## src/rtl/core/brle_pkg.sv

```systemverilog
package brle_pkg;

  localparam int BITS_PER_BYTE = 8;
  localparam int LEN_W         = 7;
  localparam int SLOTS         = BITS_PER_BYTE + 1;
  localparam int FLUSH_SLOT    = BITS_PER_BYTE;
  localparam logic [LEN_W-1:0] LEN_RESET = 7'd127;
  localparam logic [LEN_W-1:0] LEN_ONE   = 7'd1;
  localparam logic [LEN_W-1:0] LEN_ZERO  = 7'd0;

  typedef struct packed {
    logic             cur_bit;
    logic [LEN_W-1:0] count;
    logic             started;
  } run_state_t;

  typedef struct packed {
    logic             value;
    logic [LEN_W-1:0] length;
    logic             flush;
  } code_t;

endpackage

```

## src/rtl/core/brle_lane.sv

```systemverilog
module brle_lane
  import brle_pkg::*;
(
  input  run_state_t       state_i,
  input  logic             bit_i,
  input  logic [LEN_W-1:0] limit_i,
  output run_state_t       state_o,
  output logic             emit_o,
  output code_t            code_o
);

  always_comb begin
    state_o      = state_i;
    emit_o       = 1'b0;
    code_o.value  = state_i.cur_bit;
    code_o.length = state_i.count;
    code_o.flush  = 1'b0;
    if (!state_i.started) begin
      state_o.started = 1'b1;
      state_o.cur_bit = bit_i;
      state_o.count   = LEN_ONE;
    end else if (bit_i != state_i.cur_bit) begin
      emit_o          = 1'b1;
      state_o.cur_bit = bit_i;
      state_o.count   = LEN_ONE;
    end else if (state_i.count >= limit_i) begin
      emit_o        = 1'b1;
      state_o.count = LEN_ONE;
    end else begin
      state_o.count = state_i.count + LEN_ONE;
    end
  end

endmodule

```

## src/rtl/core/brle_merge.sv

```systemverilog
module brle_merge
  import brle_pkg::*;
(
  input  logic                   clk,
  input  logic                   rst_n,
  input  logic                   load_i,
  input  logic [SLOTS-1:0]       slot_vld_i,
  input  code_t [SLOTS-1:0]      slot_code_i,
  output logic                   can_load_o,
  output logic                   out_tvalid,
  input  logic                   out_tready,
  output code_t                  code_o,
  output logic                   last_o
);

  logic [SLOTS-1:0]  pend_r, pend_nxt;
  code_t [SLOTS-1:0] codes_r;
  logic [SLOTS-1:0]  pick;
  logic              xfer;

  assign pick       = pend_r & (~pend_r + {{(SLOTS-1){1'b0}}, 1'b1});
  assign out_tvalid = |pend_r;
  assign last_o     = (pend_r == pick) && out_tvalid;
  assign xfer       = out_tvalid && out_tready;
  assign can_load_o = !out_tvalid || (last_o && out_tready);

  always_comb begin
    code_o = '0;
    for (int k = 0; k < SLOTS; k++) begin
      if (pick[k]) begin
        code_o = code_o | codes_r[k];
      end
    end
  end

  always_comb begin
    pend_nxt = pend_r;
    if (load_i) begin
      pend_nxt = slot_vld_i;
    end else if (xfer) begin
      pend_nxt = pend_r & ~pick;
    end
  end

  always_ff @(posedge clk) begin
    if (!rst_n) begin
      pend_r <= '0;
    end else begin
      pend_r <= pend_nxt;
    end
  end

  always_ff @(posedge clk) begin
    if (load_i) begin
      codes_r <= slot_code_i;
    end
  end

`ifndef SYNTH
  a_load_only_when_free: assert property (@(posedge clk) disable iff (!rst_n)
    load_i |-> can_load_o)
    else $error("batch loaded while codes still pending");

  a_hold_when_idle: assert property (@(posedge clk) disable iff (!rst_n)
    !load_i && !xfer |=> $stable(pend_r))
    else $error("pending mask changed without transfer or load");

  a_drain_one: assert property (@(posedge clk) disable iff (!rst_n)
    xfer && !load_i |=> $countones(pend_r) == $countones($past(pend_r)) - 1)
    else $error("transfer did not retire exactly one code");
`endif

endmodule

```

## src/rtl/core/bit_run_length_encoder_core.sv

```systemverilog
// Channel | Direction | Transfer when            | Payload
// in_     | slave     | in_tvalid & in_tready    | tdata: data_byte; tlast: end_of_stream
// out_    | master    | out_tvalid & out_tready  | tdata: value, length, code; tlast, tuser
// cfg_    | slave     | cfg_valid & cfg_ready    | cfg_data: max_run_length
// A byte causes N codes (0 to 9), sent one code per cycle while out_tready is high;
// eight bit lanes resolve a whole byte combinationally.
// The next byte is taken in the cycle its predecessor's last code transfers.
// Synchronous active-low reset clears run state, pending codes, limit to 127.
// Output stalls hold the code; input stalls while codes are pending.
module bit_run_length_encoder_core
  import brle_pkg::*;
(
  input  logic        clk,
  input  logic        rst_n,
  input  logic        in_tvalid,
  output logic        in_tready,
  input  logic [7:0]  in_tdata,   // [7:0] data_byte
  input  logic        in_tlast,   // end_of_stream
  output logic        out_tvalid,
  input  logic        out_tready,
  output logic [15:0] out_tdata,  // [0] run_value, [7:1] run_length, [15:8] run_code
  output logic        out_tlast,  // last_result
  output logic        out_tuser,  // stream_flush
  input  logic        cfg_valid,
  output logic        cfg_ready,
  input  logic [6:0]  cfg_data    // max_run_length
);

  logic [LEN_W-1:0]  max_len_r;
  logic [LEN_W-1:0]  limit;
  run_state_t        state_r, state_nxt;
  run_state_t        chain [BITS_PER_BYTE+1];
  logic [SLOTS-1:0]  slot_vld;
  code_t [SLOTS-1:0] slot_code;
  logic              accept;
  code_t             code_out;

  assign cfg_ready = 1'b1;
  assign limit     = (max_len_r == LEN_ZERO) ? LEN_ONE : max_len_r;
  assign accept    = in_tvalid && in_tready;
  assign chain[0]  = state_r;

  for (genvar k = 0; k < BITS_PER_BYTE; k++) begin : g_lane
    brle_lane u_lane (
      .state_i (chain[k]),
      .bit_i   (in_tdata[BITS_PER_BYTE-1-k]),
      .limit_i (limit),
      .state_o (chain[k+1]),
      .emit_o  (slot_vld[k]),
      .code_o  (slot_code[k])
    );
  end

  assign slot_vld[FLUSH_SLOT]  = in_tlast;
  assign slot_code[FLUSH_SLOT] = {chain[BITS_PER_BYTE].cur_bit,
                                  chain[BITS_PER_BYTE].count, 1'b1};
  assign state_nxt             = in_tlast ? '0 : chain[BITS_PER_BYTE];

  always_ff @(posedge clk) begin
    if (!rst_n) begin
      state_r   <= '0;
      max_len_r <= LEN_RESET;
    end else begin
      if (accept) begin
        state_r <= state_nxt;
      end
      if (cfg_valid && cfg_ready) begin
        max_len_r <= cfg_data;
      end
    end
  end

  brle_merge u_merge (
    .clk         (clk),
    .rst_n       (rst_n),
    .load_i      (accept),
    .slot_vld_i  (slot_vld),
    .slot_code_i (slot_code),
    .can_load_o  (in_tready),
    .out_tvalid  (out_tvalid),
    .out_tready  (out_tready),
    .code_o      (code_out),
    .last_o      (out_tlast)
  );

  assign out_tdata = {code_out.value, code_out.length, code_out.length, code_out.value};
  assign out_tuser = code_out.flush;

endmodule

```

## config.mk

```make
export PLATFORM = sky130hd
export DESIGN_NAME = bit_run_length_encoder_core
export DESIGN_NICKNAME = d
export VERILOG_FILES = /design/src/rtl/core/brle_pkg.sv /design/src/rtl/core/brle_lane.sv /design/src/rtl/core/brle_merge.sv /design/src/rtl/core/bit_run_length_encoder_core.sv
export SDC_FILE = /design/constraint.sdc
export NUM_CORES = 1
export LEC_CHECK = 0
export BUFFER_PORTS_ARGS = -buffer_cell sky130_fd_sc_hd__buf_2
export CORE_MARGIN = 2
export CORE_UTILIZATION = 40
export DETAILED_ROUTE_END_ITERATION = 10
export GPL_ROUTABILITY_DRIVEN = 0
export GPL_TIMING_DRIVEN = 0
export SETUP_SLACK_MARGIN = 0.15
export SYNTH_ARGS = -nofsm -noshare
export SYNTH_HDL_FRONTEND = slang
export SYNTH_SLANG_ARGS = --single-unit
```

## constraint.sdc

```tcl
create_clock -name clk -period 15.7 [get_ports clk]
set_clock_uncertainty 0.15 [all_clocks]
set_input_delay 3.14 -clock clk [delete_from_list [all_inputs] [get_ports clk]]
set_output_delay 3.14 -clock clk [all_outputs]
set_load 0.02 [all_outputs]
```

Word level (Yosys, flattened, before mapping)
Index checks and enable logic that the tools add are counted.
- reductions and logical operators: 9
- bitwise operators: 12
- equality and inequality tests: 9
- mux-type cells: 55
- $lt $le $gt $ge: 8
- $add $sub $neg: 9
- operators with widths (kind ; number):
    7-bit two-way mux ; 17
    9-bit two-way mux ; 12
    9-bit bitwise OR ; 8
    7-bit by 1-bit adder with 7-bit output (second input constant) ; 8
    7-bit greater-or-equal comparator ; 8
    1-bit two-way mux ; 25
    9-bit AND ; 2
    9-bit inverter ; 2
    9-bit by 1-bit adder with 9-bit output (second input constant) ; 1
    9-bit equality test ; 1
    9-bit OR reduction ; 1
    8-bit two-way mux ; 1
    1-bit inequality test ; 8
    7-bit zero test ; 1
    1-bit logical AND ; 4
    2-bit nonzero test ; 1
    1-bit zero test ; 1
    1-bit logical OR ; 1
- logic and storage cells: 125
- input port bits: 21
- flip-flop bits (word level): 97

Depth between registers and ports, before layout
- depth after elaboration: 28
- mapped depth: 70
- gate-level depth less buffers: 66

Hierarchy
From an unflattened synthesis, not the netlist that was laid out.
- cell total of the unflattened synthesis: 801
- area, all modules: 7733.7 µm²
- modules (own cells, without submodules) (module ; cells each ; area each (µm²) ; times used):
    brle_merge ; 263 ; 3734.8 ; 1
    brle_lane ; 57 ; 399.1 ; 8
    bit_run_length_encoder_core ; 82 ; 805.8 ; 1

Least setup slack after synthesis
No wires, ideal clock.
- path type: input to register
- start: in in_tdata[7]
- end: reg u_merge.codes_r[73] in the netlist's numbering, data pin
- library setup time: 0.259 ns
- required time: 15.291 ns
- stages on the path: 62
- path buffers: 6
- data arrival time: 14.540 ns
- setup slack: 0.751 ns
- path through: xnor2_1 -> o211ai_1 -> a21o_1 -> clkbuf_1 -> nor3_1 -> ha_1 -> nand4_1 -> nor2_1 -> a21o_1 -> a31o_2 -> inv_1 -> ha_1 -> nand2b_1 -> a21oi_1 -> o32ai_2 -> o211ai_1 -> a41o_1 -> nand2_1 -> (+26 left out) -> inv_1 -> ha_1 -> nand2_1 -> o31ai_1 -> a211oi_2 -> maj3_2 -> o21ai_2 -> buf_2 -> nor2_1 -> ha_1 -> nand2b_1 -> a21oi_1 -> nor3b_1 -> o21ai_0 -> o2111ai_2 -> and2_4 -> buf_6 -> or2_1
- RTL lines (what ; line ; text):
    from (decl) ; bit_run_length_encoder_core.sv:17 ; input logic [7:0] in_tdata,
    to (signal assigned) ; brle_merge.sv:55 ; codes_r <= slot_code_i;
    to (decl) ; brle_merge.sv:17 ; code_t [SLOTS-1:0] codes_r;

==> reports/results.tsv <==
metric	value	unit
status	finished, final reports clean	
Final WS setup	0.6276	ns
vias per cell	5.781	
hold buffer count at cts	0	
warning count from the yosys run	0	
Die Y-Extent	138.9	um
first-iteration detailed-routing DRC count	452	
P&R area growth vs syn	24.95	%
Slowest-stage cell, CP	or3_4	
slew at the pin with the worst max-slew slack	0.9473	ns
Total Routing Usage GR	21.66	%
minimum clock period	15.07	ns
syn_nets	841	
most frequent cells in the layout	72 x edfxtp_1, 70 x buf_4, 63 x ha_1	
CTS max path bufs	2	
WL final	21680	um
switch share	41.10	%
global-route wire length before repair	32730	um
Post-synth ARST share	0	%
Crit Reg-Reg Endpoint	u_merge.codes_r[73]$_DFFE_PP_	
leading cell type in the layout, fill and taps excluded	edfxtp_1	
Max Slew Vio Count	0	
max cap viols	0	
start point of the worst hold path	max_len_r[0]$_SDFFE_PN1P_	
CP max FO	10	
post-synthesis cell area	0.007276	mm^2
RSZ-0062 raised after global routing	false	
Clock transition at path regs	0.07	ns
# IOs	42	
main flop type after synthesis	edfxtp_1	
VDD IR max	0.0002096	V
hpwl dp	16010	um
synth unique cells	91	
worst reg2reg path depth	65	
die area	0.01928	mm^2
syn avg cell area	9.662	um^2
fin crit share	96.00	%
share of cells above drive strength 1	28.28	%
share of power burned in registers	33.0	%
combinational power share	49.3	%
vias post-DR	6353	
Num CTS Buffers	9	
Clock Latency Late Sink	0.35	ns
reg-to-reg startpoint	max_len_r[2]$_SDFFE_PN1P_	
Final nets	953	
final hold violations	0	
Port-buffer cells	39	
Die Width	138.9	um
FF+latch count, synth	97	
drt pass-1 iters	5	
Reg2Reg Setup Slack	1.69	ns
Initial Utilization	40.64	%
clk sinks	97	
Clk pwr share	17.7	%
# rows	49	
initial antenna violation count	0	
Post-Route Setup TNS	0	ns
Root Buffer	clkbuf_16	
Ant. Diodes	0	
CP max stage delay	0.39	ns
CORE AREA	0.01790	mm^2
Internal	836.2	uW
htree depth	3	
Max Clock Freq	66.35	MHz
CP startpoint kind	input port	
CP startpoint	in_tdata[7]	
TritonCTS clock tree	built	
most frequent CP cell	ha_1	
critical path capture point type	flip-flop	
PD cells	156.2	mW/mm^2
Residual DRC	0	
Leak	3.664	nW
critical path endpoint	u_merge.codes_r[73]$_DFFE_PP_	
PnR Total Power	1.420	mW
GR Overflow Total	0	
hold crit path type	reg -> reg	
critical path required time	15.65	ns
Switching Power	583.6	uW
Seq/Total Area, Yosys	36.60	%
post-route antenna net violation count	0	
pre-CTS WS	-2.504	ns
Post-Syn Instances	753	
Critical Path AT	15.02	ns
pin count of the biggest net entering global routing	42	
CP Class	in -> reg	
WL/cell	19.73	um
Max transition margin	36.85	%
vias in the first global route	5815	
final setup fails	0	
EDFF count, synth	72	
-- cell type report --
class                   count  area (um^2)
clock buffers              10        229.0
inverters                  48        186.4
multi-input cells         569         4693
clock inverters             6        106.4
plain buffers              39        250.2
flip-flops and latches     97         2663
well taps                 229        286.5
repair buffers            101        676.9
fillers                  1632         8811
-- cell families (layout without fill, tap and decap cells) --
kind of cell    count (synthesis)  count (layout)  synth area share, %
fa+ha+maj                      69              69                11.81
xor+xnor                       32              32                4.144
other cells                     1               1              0.05154
flops                          97              97                36.59
compound gates                191             191                21.08
simple gates                  266             266                19.64
mux                            10              10                1.479
buf+inv                        87             204                5.193
-- per-layer routing --
metal	vias up	global-route usage [%]	wire, um
li1	3056	-	-
met1	3070	30.14	9537
met2	194	35.26	10500
met3	33	1.968	1107
met4	0	7.974	532
met5	-	0	0
-- cell usage after synthesis (6+ instances only) --
| cell type | number | share of area, % |
|---|---|---|
| nand2b_1 | 14 | 1.2 |
| nor3_1 | 23 | 1.6 |
| nor4_1 | 6 | 0.52 |
| o21ai_0 | 31 | 2.1 |
| xnor2_1 | 17 | 2.0 |
| a22oi_1 | 12 | 1.2 |
| mux2i_1 | 6 | 0.83 |
| nand2_1 | 51 | 2.6 |
| a21o_1 | 6 | 0.62 |
| ha_1 | 67 | 12 |
| edfxtp_1 | 72 | 30 |
| a221o_1 | 26 | 3.6 |
| inv_1 | 45 | 2.3 |
| and2_1 | 17 | 1.5 |
| or2_2 | 11 | 0.95 |
| nor2_1 | 48 | 2.5 |
| o211a_1 | 6 | 0.83 |
| a21oi_1 | 24 | 1.7 |
| nand3_1 | 21 | 1.4 |
| xor2_1 | 13 | 1.6 |
| dfxtp_1 | 25 | 6.9 |
| o211ai_1 | 18 | 1.9 |
| nor2b_1 | 21 | 1.8 |
| buf_4 | 10 | 1.0 |
| and3_1 | 12 | 1.0 |
| a211oi_1 | 6 | 0.62 |
| nand4_1 | 11 | 0.95 |
| clkbuf_1 | 19 | 0.98 |
-- stage by stage --
step                instance area (um^2)  hold WS, ns  std cells  utilization (%)
detailed placement                  7779       0.3202       1022            43.45
CTS                                 8381       0.3373       1054            46.81
finish                              9091       0.3356       1099            50.78
floorplan                           7276       0.2927        753                -
global route                        9091       0.3966       1099            50.78
global placement                    7757       0.3240       1021            43.33
-- power by group through the flow --
stage / registers, mW / logic (mW) / clock network [mW]
after floorplan: 0.466 / 0.462 / 0
after global placement: 0.488 / 0.640 / 0
after detailed placement: 0.474 / 0.651 / 0
after CTS: 0.469 / 0.666 / 0.253
after global routing: 0.480 / 0.757 / 0.264
final: 0.469 / 0.699 / 0.252
-- how the worst min path moves through the flow --
stage | endpoint | depth (start not counted) | slack (ns)
finish | max_len_r[0]$_SDFFE_PN1P_ | 2 | 0.34
detailed placement | max_len_r[0]$_SDFFE_PN1P_ | 2 | 0.32
global route | max_len_r[0]$_SDFFE_PN1P_ | 2 | 0.40
global placement | max_len_r[0]$_SDFFE_PN1P_ | 2 | 0.32
CTS | max_len_r[0]$_SDFFE_PN1P_ | 2 | 0.34
floorplan | max_len_r[0]$_SDFFE_PN1P_ | 2 | 0.29
-- state kept, by name (all words and copies together), names as in the netlist --
signal / count
chain: 9
max_len_r: 7
u_merge.codes_r: 72
u_merge.pend_r: 9
-- what timing repair did --
action / 4_1_cts / 5_1_grt
setup buffers: 16 / 45
setup endpoints to repair: 23 / 15
pin swaps: 12 / 44
gates resized for setup: 39 / 86
-- critical path: cells and delay by family --
kind / cells / cell delay, ns
and+or+nand+nor: 21 / 4.11
AOI/OAI and AO/OA: 21 / 3.98
adders and majority gates: 8 / 1.99
buffers and inverters: 10 / 1.35
muxes: 1 / 0.23
xor gates and xnor gates: 1 / 0.18
Note: power is estimated with default switching activity, not from simulation.
